[config.mk]
export PLATFORM = sky130hd
export DESIGN_NAME = mmg_ctrl
export DESIGN_NICKNAME = d
export VERILOG_FILES = /design/src/sv/mmg_pkg.sv /design/src/sv/mmg_ctrl.sv
export SDC_FILE = /design/constraint.sdc
export NUM_CORES = 1
export LEC_CHECK = 0
export ABC_AREA = 0
export BUFFER_PORTS_ARGS = -buffer_cell sky130_fd_sc_hd__buf_2
export CAP_MARGIN = 20
export CORE_AREA = 2 2 39 41
export CTS_BUF_LIST = sky130_fd_sc_hd__clkbuf_16
export CTS_CLUSTER_DIAMETER = 50
export DETAILED_ROUTE_END_ITERATION = 12
export DIE_AREA = 0 0 41 43
export SLEW_MARGIN = 0
export SYNTH_ARGS = -nofsm -noshare
export SYNTH_HDL_FRONTEND = slang
export SYNTH_SLANG_ARGS = --single-unit
[constraint.sdc]
create_clock -name clk_i -period 1.3 [get_ports clk_i]
set_clock_uncertainty 0.1 [all_clocks]
set_input_delay 0.065 -clock clk_i [delete_from_list [all_inputs] [get_ports clk_i]]
set_output_delay 0.065 -clock clk_i [all_outputs]
set_load 0.02 [all_outputs]
[src/sv/mmg_pkg.sv]
// shared types and constants of the matrix multiply with gradients block
package mmg_pkg;

  localparam int MAX_DIM     = 64;
  localparam int DIM_W       = $clog2(MAX_DIM);
  localparam int LEN_W       = DIM_W + 1;
  localparam int STORE_DEPTH = MAX_DIM * MAX_DIM;
  localparam int ADDR_W      = 2 * DIM_W;
  localparam int DATA_W      = 16;
  localparam int FRAC_BITS   = 12;
  localparam int PROD_W      = 2 * DATA_W;
  localparam int ACC_W       = 48;
  localparam int CFG_W       = 7;
  localparam int CFG_IDX_W   = 2;
  localparam int OP_W        = 3;
  localparam int STATUS_W    = 2;

  typedef enum logic [OP_W-1:0] {
    OP_WRITE_A = 3'd0,
    OP_WRITE_B = 3'd1,
    OP_WRITE_G = 3'd2,
    OP_FORWARD = 3'd3,
    OP_GRAD_A  = 3'd4,
    OP_GRAD_B  = 3'd5
  } op_e;

  typedef enum logic [STATUS_W-1:0] {
    STATUS_OK    = 2'd0,
    STATUS_SAT   = 2'd1,
    STATUS_RANGE = 2'd2
  } status_e;

  typedef enum logic [CFG_IDX_W-1:0] {
    CFG_ROWS_A     = 2'd0,
    CFG_INNER_SIZE = 2'd1,
    CFG_COLS_B     = 2'd2
  } cfg_idx_e;

  typedef enum logic [1:0] {
    ST_IDLE,
    ST_WALK,
    ST_DRAIN,
    ST_ERR
  } state_e;

  // commands from controller to datapath
  typedef struct packed {
    logic write;   // store the element of the accepted write beat
    logic load;    // latch the compute beat, clear walk and accumulator
    logic issue;   // read one operand pair and step the walk
    logic finish;  // round, saturate and present the result
    logic error;   // present an out-of-range result
  } mmg_cmd_t;

  // status from datapath to controller
  typedef struct packed {
    logic is_write;
    logic is_compute;
    logic range_ok;
    logic empty;   // walk of the incoming compute beat has zero length
    logic last;
    logic pipe_busy;
  } mmg_stat_t;

endpackage

[src/sv/mmg_ctrl.sv]
// controller state machine of the matrix multiply with gradients block
module mmg_ctrl (
  input  logic             clk_i,
  input  logic             rst_ni,
  input  logic             start,
  output logic             busy,
  input  mmg_pkg::mmg_stat_t stat_i,
  output mmg_pkg::mmg_cmd_t  cmd_o
);

  mmg_pkg::state_e state_q, state_d;

  always_ff @(posedge clk_i or negedge rst_ni) begin
    if (!rst_ni) begin
      state_q <= mmg_pkg::ST_IDLE;
    end else begin
      state_q <= state_d;
    end
  end

  // next state
  always_comb begin
    state_d = state_q;
    case (state_q)
      mmg_pkg::ST_IDLE: begin
        if (start && stat_i.is_compute) begin
          state_d = !stat_i.range_ok ? mmg_pkg::ST_ERR   :
                    stat_i.empty     ? mmg_pkg::ST_DRAIN : mmg_pkg::ST_WALK;
        end
      end
      mmg_pkg::ST_WALK: begin
        if (stat_i.last) begin
          state_d = mmg_pkg::ST_DRAIN;
        end
      end
      mmg_pkg::ST_DRAIN: begin
        if (!stat_i.pipe_busy) begin
          state_d = mmg_pkg::ST_IDLE;
        end
      end
      mmg_pkg::ST_ERR: begin
        state_d = mmg_pkg::ST_IDLE;
      end
      default: begin
        state_d = mmg_pkg::ST_IDLE;
      end
    endcase
  end

  // outputs
  always_comb begin
    cmd_o = '0;
    busy  = 1'b1;
    case (state_q)
      mmg_pkg::ST_IDLE: begin
        busy         = 1'b0;
        cmd_o.write  = start && stat_i.is_write;
        cmd_o.load   = start && stat_i.is_compute;
      end
      mmg_pkg::ST_WALK: begin
        cmd_o.issue = 1'b1;
      end
      mmg_pkg::ST_DRAIN: begin
        cmd_o.finish = !stat_i.pipe_busy;
      end
      mmg_pkg::ST_ERR: begin
        cmd_o.error = 1'b1;
      end
      default: begin
        busy = 1'b1;
      end
    endcase
  end

endmodule

==> flow_summary.ini, run 1 <==
[die]
die_h_um = 43
fp.dieArea_um2 = 1760
core_um2 = 1380
initial_core_util = 0.105
dieWidth_um = 41
rows = 14
io_pins = 15

[logic_synthesis]
synth_cell_types = 13
syn-cell-area_um2 = 145
synth_top_family_by_area = simple AND/OR/NAND/NOR gates
synth-compound-area-share = 0.129
synthXorXnorAreaFrac = 0
synth-seq-cells = 2
synth_fa_ha_area_frac = 0
yosysTopAreaCell = dfrtp_1
synth_top_area_frac = 0.345
yosys_warnings = 0
synthTopCellsByArea = dfrtp_1 34%, and4bb_4 11%, a221o_1 6.9%
synthCells = 15
synthMuxAreaShare = 0
ys_seq_area_frac = 0.345
yosys.area_share.simple = 0.500
syn_area_per_cell_um2 = 9.68
synth_fp_nets = 24

[power]
vdd_drop_max_uv = 583
power_switching_w = 0.000162
powerDensity_nw_per_um2 = 2160
p_seq_frac = 0.133
totalPowerFinal_w = 0.000710
pwr-share-comb = 0.225
leakagePower_nw = 0.176
internal-power_w = 0.000548
clockPowerShare = 0.642
swShare = 0.228

[sta]
finalHoldViolCount = 0
setup_viol = 0
max_slew_margin = 0.901
fin_tns_setup_ns = 0
rsz0062_at_grt = true
fmax_ghz = 0.781
period_share = 0.985
post-route-min-period_ns = 1.28
slew_viol_final = 0
worstMarginPinSlew_ns = 0.148

[clock_tree]
clock_tree.root_cell = clkbuf_16
clk-insertion-delay-late_ns = 0.22
path_clk_slew_ns = 0.03
cts.sinks = 2
htree_levels = 1
cts_tree = done
postCtsSetupRepairBufs = 0
cts_buffers = 3
cts_max_path_buffers = 2

[routing]
firstDrtPassIters = 1
drt_iter0_drc = 0
final_antenna_net_count = 0
drc = 0
vias = 182
viasPerCell = 3.71
routed_wl_um = 451
post_drt_wl_per_cell_um = 9.20

[cells_and_area]
area_growth_pct = 127
drive_above_1_share = 0.606
reg.largest.list = state_q: 2 flops
final_cell_mix = 12 x buf_2, 3 x clkbuf_16, 2 x nand2_1, 2 x dfrtp_1
diodes = 0
final_core_util = 0.238
final_common_cell = buf_2
max_flop_register = state_q
final_nets = 44
largest_reg_flops = 2

[critical_path]
critPathRequiredTime_ns = 1.13
r2r_end = state_q[1]$_DFFE_PN0P_
worstPathMaxFanout = 6
regToRegSetupSlack_ns = 0.11
worst_setup_path_start_kind = flip-flop
cp-end-kind = output pin
crit_arrival_ns = 1.12
worstSetupPathType = flip-flop to output pin
r2r-start = state_q[0]$_DFFE_PN0P_
cp-startpoint = state_q[0]$_DFFE_PN0P_
endpoint = cmd_o[3]
reg2reg_depth = 2

[grt]
antenna_found_initial = 0
grt_max_degree = 7
track_usage = 0.0672
overflow = 0
grt_pass1_vias = 196
grt_pass1_wl_um = 724

[place]
port_buffers = 14
place.gp.congestion = 0.637

[min_path]
hold_class = primary input to flip-flop
holdPathStages = 2

[run]
maxCapViolCount = 0

[run_status]
outcome = completed
==> power groups by stage <==
stage	combinational [W]	clock (W)	sequential [W]
2_1_floorplan	0.000103	0	0.0000886
3_3_place_gp	0.000150	0	0.0000929
3_5_place_dp	0.000151	0	0.0000967
4_1_cts	0.000162	0.000464	0.0000954
5_1_grt	0.000173	0.000472	0.0000978
6_report	0.000160	0.000456	0.0000945
==> metal layers <==
| layer | global-route usage | vias up | wire, um |
|---|---|---|---|
| met5 | 0 | - | 0 |
| met4 | 0.0800 | 0 | 0 |
| met3 | 0.0366 | 0 | 58 |
| met2 | 0.0938 | 9 | 222 |
| met1 | 0.0577 | 83 | 170 |
| li1 | - | 90 | - |
==> worst max-delay path, stage by stage (launching register included) <==
cell      delay (ns)
dfrtp_1         0.40
and4bb_4        0.37
buf_6           0.12
==> worst min path at each step <==
stage,from,endpoint,slack [ns]
2_1_floorplan,rst_ni,state_q[0]$_DFFE_PN0P_,-0.33
3_3_place_gp,rst_ni,state_q[1]$_DFFE_PN0P_,-0.25
3_5_place_dp,rst_ni,state_q[0]$_DFFE_PN0P_,-0.25
4_1_cts,stat_i[1],state_q[1]$_DFFE_PN0P_,0.004
5_1_grt,stat_i[1],state_q[1]$_DFFE_PN0P_,0.03
6_report,stat_i[1],state_q[1]$_DFFE_PN0P_,0.001
==> through the flow <==
step	cells	worst slack, ns	instance area (um2)	hold WS, ns
CTS	49	0.00401	329	0.00420
global route	49	-0.0201	329	0.0316
floorplan	15	0.0919	145	-0.331
finish	49	0.0192	329	0.000967
global placement	45	0.142	235	-0.249
detailed placement	45	0.0946	235	-0.249
==> kinds of logic (layout without fill, tap and decap cells) <==
kind of cell | after synthesis | count (layout)
simple gates | 10 | 10
compound gates | 2 | 2
flops | 2 | 2
buf+inv | 1 | 19
==> cells in the mapped netlist <==
| cell type | number |
|---|---|
| nor2_1 | 1 |
| and2b_1 | 1 |
| nand2b_1 | 1 |
| a22o_1 | 1 |
| nor3b_1 | 1 |
| or2_1 | 1 |
| and4bb_4 | 1 |
| inv_1 | 1 |
| nand2_1 | 2 |
| and3b_2 | 1 |
| and2_2 | 1 |
| dfrtp_1 | 2 |
| a221o_1 | 1 |
==> cell type report <==
cell class | instances | area, um2
Multi-Input combinational cell | 12 | 91.3
Fill cell | 155 | 1050
Timing Repair Buffer | 15 | 88.8
Tap cell | 16 | 20.0
Sequential cell | 2 | 50.0
Clock buffer | 3 | 75.1
Inverter | 1 | 3.75
==> what timing repair did <==
action / in CTS / in global routing
setup endpoints to repair: 1 / 2
pin swaps: 1 / 2
hold buffers: 1 / 0
gates resized for setup: 3 / 0
hold endpoints to repair: 2 / 0
Note: power is estimated with default switching activity, not from simulation.
==> run 2: changes to the inputs <==
- HOLD_SLACK_MARGIN: not set -> 0.12
==> flow_summary.ini, run 2 (synthesis gave the netlist of run 1 again) <==
[grt]
grt_pass1_vias = 217
grt_pass1_wl_um = 793
grt_max_degree = 7
overflow = 0
antenna_found_initial = 0
track_usage = 0.0722

[routing]
post_drt_wl_per_cell_um = 9.30
routed_wl_um = 493
viasPerCell = 3.77
drc = 0
firstDrtPassIters = 2
vias = 200
drt_iter0_drc = 1
final_antenna_net_count = 0

[cells_and_area]
final_core_util = 0.267
final_cell_mix = 12 x buf_2, 5 x dlygate4sd3_1, 3 x clkbuf_16
fill_cells = 150
seq_area_um2 = 50.0
final_nets = 48
max_flop_register = state_q
final_cells = 53
diodes = 0
drive_above_1_share = 0.541
largest_reg_flops = 2
reg.largest.list = state_q: 2 flops
multiInputGateArea_um2 = 91.3
final_common_cell = buf_2
area_growth_pct = 154

[critical_path]
critPathRequiredTime_ns = 1.13
cp_slowest_cell = dfrtp_1
crit_arrival_ns = 1.12
worst_setup_path_start_kind = flip-flop
worstSetupPathType = flip-flop to output pin
cp-startpoint = state_q[0]$_DFFE_PN0P_
worstPathMaxFanout = 6
worstPathCellList = and4bb_4 -> buf_6
regToRegSetupSlack_ns = 0.10
crit_path_max_incr_delay_ns = 0.41
cp-end-kind = output pin
r2r-start = state_q[0]$_DFFE_PN0P_

[sta]
rsz0062_at_grt = true
period_share = 0.986
post-route-min-period_ns = 1.28
worstMarginPinSlew_ns = 0.148
fmax_ghz = 0.780
slew_viol_final = 0
finalHoldViolCount = 0
hold_ws_ns = 0.136
fin_tns_setup_ns = 0
layout_setup_ws_ns = 0.0177
setup_viol = 0
max_slew_margin = 0.901

[clock_tree]
path_clk_slew_ns = 0.03
cts_max_path_buffers = 2
cts_buffers = 3
cts.sinks = 2
clock_tree.root_cell = clkbuf_16
cts_tree = done
postCtsSetupRepairBufs = 0
clk-insertion-delay-late_ns = 0.22
htree_levels = 1

[power]
vdd_drop_max_uv = 602
leakagePower_nw = 0.193
powerDensity_nw_per_um2 = 1950

[die]
initial_core_util = 0.105
core_um2 = 1380
io_pins = 15
dieWidth_um = 41
rows = 14
fp.dieArea_um2 = 1760
die_h_um = 43

[min_path]
hold_class = primary input to flip-flop
worstHoldStart = stat_i[0]

[run]
maxCapViolCount = 0

[place]
dp_slack_ns = 0.0946
placed_cells = 45
port_buffers = 14
place.gp.congestion = 0.637

[run_status]
outcome = completed
==> run 2: area by class of cell <==
type	instances	area share
Timing Repair Buffer	19	0.349
Multi-Input combinational cell	12	0.247
Clock buffer	3	0.203
Sequential cell	2	0.136
Tap cell	16	0.0542
Inverter	1	0.0102
==> run 2: power by group <==
part	internal [W]	switching [W]
combinational	0.0000881	0.0000812
clock	0.000391	0.0000652
sequential	0.0000770	0.0000176
total	0.000556	0.000164
==> run 2: critical path: cells and delay by family, from the launching register on <==
| kind | cells | cell delay (ns) |
|---|---|---|
| AND/OR/NAND/NOR | 1 | 0.37 |
| buffers and inverters | 1 | 0.12 |
| flip-flops | 1 | 0.41 |
==> run 2: timing repair <==
item / 4_1_cts / 5_1_grt
gates resized for setup: 3 / 0
setup endpoints to repair: 1 / 2
hold buffers: 5 / 0
pin swaps: 1 / 2
endpoints found under the hold margin: 4 / 0
==> run 2: path summary, 6_finish.rpt <==
kind                                     endpoint  cells after the start
max                                      cmd_o[3]                      2
min reg2reg                state_q[1]$_DFFE_PN0P_                      2
min in group asynchronous  state_q[0]$_DFFE_PN0P_                      3
max in group asynchronous  state_q[1]$_DFFE_PN0P_                      3
min                        state_q[1]$_DFFE_PN0P_                      3
max reg2reg                state_q[1]$_DFFE_PN0P_                      2
==> run 2: routing by layer <==
metal	vias to the layer above	GRT usage	wire, um
met1	94	0.0609	183
met2	9	0.106	260
met5	-	0	0
li1	97	-	-
met4	0	0.0800	0
met3	0	0.0366	50
==> run 2: through the flow <==
step	instance area [um2]	power [W]
6_report	369	0.000720
2_1_floorplan	145	0.000192
3_5_place_dp	235	0.000248
3_3_place_gp	235	0.000243
4_1_cts	369	0.000730
5_1_grt	369	0.000754
==> run 3: changes to the inputs <==
- ABC_CLOCK_PERIOD_IN_PS: not set -> 1300
- BUFFER_PORTS_ARGS: -buffer_cell sky130_fd_sc_hd__buf_2 -> not set
- DONT_BUFFER_PORTS: not set -> 1
==> flow_summary.ini, run 3 (synthesis gave the netlist of run 1 again) <==
[die]
io_pins = 15
fp.dieArea_um2 = 1760
die_h_um = 43
dieWidth_um = 41
rows = 14
initial_core_util = 0.105
core_um2 = 1380

[cells_and_area]
largest_reg_flops = 2
drive_above_1_share = 0.393
max_flop_register = state_q
reg.largest.list = state_q: 2 flops
final_common_cell = dlygate4sd3_1
diodes = 0
final_cell_mix = 6 x dlygate4sd3_1, 4 x buf_4, 3 x clkbuf_16
fill_cells = 152
area_growth_pct = 128
final_core_util = 0.240
final_nets = 39

[routing]
drc = 0
firstDrtPassIters = 2
viasPerCell = 3.77
vias = 166
drt_iter0_drc = 2
post_drt_wl_per_cell_um = 10.6
routed_wl_um = 467
final_antenna_net_count = 0

[sta]
finalHoldViolCount = 0
hold_ws_ns = 0.202
rsz0062_at_grt = true
slew_viol_final = 0
setup_viol = 0
post-route-min-period_ns = 1.28
worstMarginPinSlew_ns = 0.168
period_share = 0.983
fmax_ghz = 0.782
max_slew_margin = 0.888
layout_setup_ws_ns = 0.0218

[place]
place.gp.congestion = 0.612
dp_slack_ns = 0.0662
port_buffers = 0
place_hpwl_um = 327

[clock_tree]
htree_levels = 1
clock_tree.root_cell = clkbuf_16
cts.sinks = 2
clk-insertion-delay-late_ns = 0.22
cts_buffers = 3
path_clk_slew_ns = 0.03
cts_max_path_buffers = 2
cts_tree = done
postCtsSetupRepairBufs = 0

[power]
vdd_drop_max_uv = 619
leakagePower_nw = 0.153
swShare = 0.227
internal-power_w = 0.000555
clockPowerShare = 0.641
p_seq_frac = 0.135
powerDensity_nw_per_um2 = 2160
pwr-share-comb = 0.224
power_switching_w = 0.000163

[run]
maxCapViolCount = 0

[grt]
track_usage = 0.0732
met3_usage = 0.0681
gr-max-usage-layer = met2
overflow = 0
met1_usage = 0.0641
grt_max_degree = 7
antenna_found_initial = 0
met2_usage = 0.0875
grt_pass1_wl_um = 696
grt_pass1_vias = 162

[critical_path]
cp_slowest_cell = dfrtp_2
cp-startpoint = state_q[0]$_DFFE_PN0P_
worstPathCellList = or2_1 -> nor2_1 -> buf_4
worstPathMaxFanout = 6
r2r-start = state_q[1]$_DFFE_PN0P_
worstSetupPathType = flip-flop to output pin
worst_setup_path_start_kind = flip-flop
cp_num_buf_inv = 1
crit_arrival_ns = 1.11
crit_path_max_incr_delay_ns = 0.42
critPathTopFamily = flip-flops
critPathRequiredTime_ns = 1.13
cp-end-kind = output pin

[min_path]
hold_class = primary input to output pin
worstHoldStart = stat_i[0]

[run_status]
outcome = completed
run 3: power by group through the flow:
stage | Combinational (W) | Sequential (W) | Clock, W
detailed placement | 0.000146 | 0.0000969 | 0
global placement | 0.000146 | 0.0000958 | 0
floorplan | 0.000103 | 0.0000886 | 0
CTS | 0.000162 | 0.0000969 | 0.000470
global route | 0.000171 | 0.000101 | 0.000484
finish | 0.000161 | 0.0000967 | 0.000459
run 3: final timing paths:
path,endpoint,cells after the start,slack (ns)
setup / recovery,cmd_o[4],3,0.02
hold / removal,cmd_o[1],2,0.20
setup reg to reg,state_q[1]$_DFFE_PN0P_,2,0.08
hold reg to reg,state_q[1]$_DFFE_PN0P_,2,0.62
max in group asynchronous,state_q[0]$_DFFE_PN0P_,2,0.43
min in group asynchronous,state_q[0]$_DFFE_PN0P_,2,0.53
run 3: stage by stage:
step / instance area, um2 / std cells / power (W) / setup TNS [ns]
CTS: 330 / 44 / 0.000729 / 0
global route: 332 / 44 / 0.000756 / -0.0154
global placement: 195 / 35 / 0.000241 / 0
floorplan: 145 / 15 / 0.000192 / 0
finish: 332 / 44 / 0.000717 / 0
detailed placement: 195 / 35 / 0.000243 / 0
run 3: routing by layer:
metal / up-vias / wire [um]
li1: 81 / -
met1: 74 / 162
met2: 9 / 231
met3: 2 / 66
met4: 0 / 6
met5: - / 0
run 3: cell type report:
type | instances | area, um2 | share of cell area
well taps | 16 | 20.0 | 0.0604
clock buffers | 3 | 75.1 | 0.226
flip-flops and latches | 2 | 51.3 | 0.155
repair buffers | 10 | 90.1 | 0.272
multi-input cells | 12 | 91.3 | 0.275
inverters | 1 | 3.75 | 0.0113
run 3: repair_timing:
item / CTS / global route
setup endpoints to repair: 1 / 1
pin swaps: 1 / 2
resized for setup: 0 / 1
hold buffers: 6 / 0
hold endpoints to repair: 4 / 0
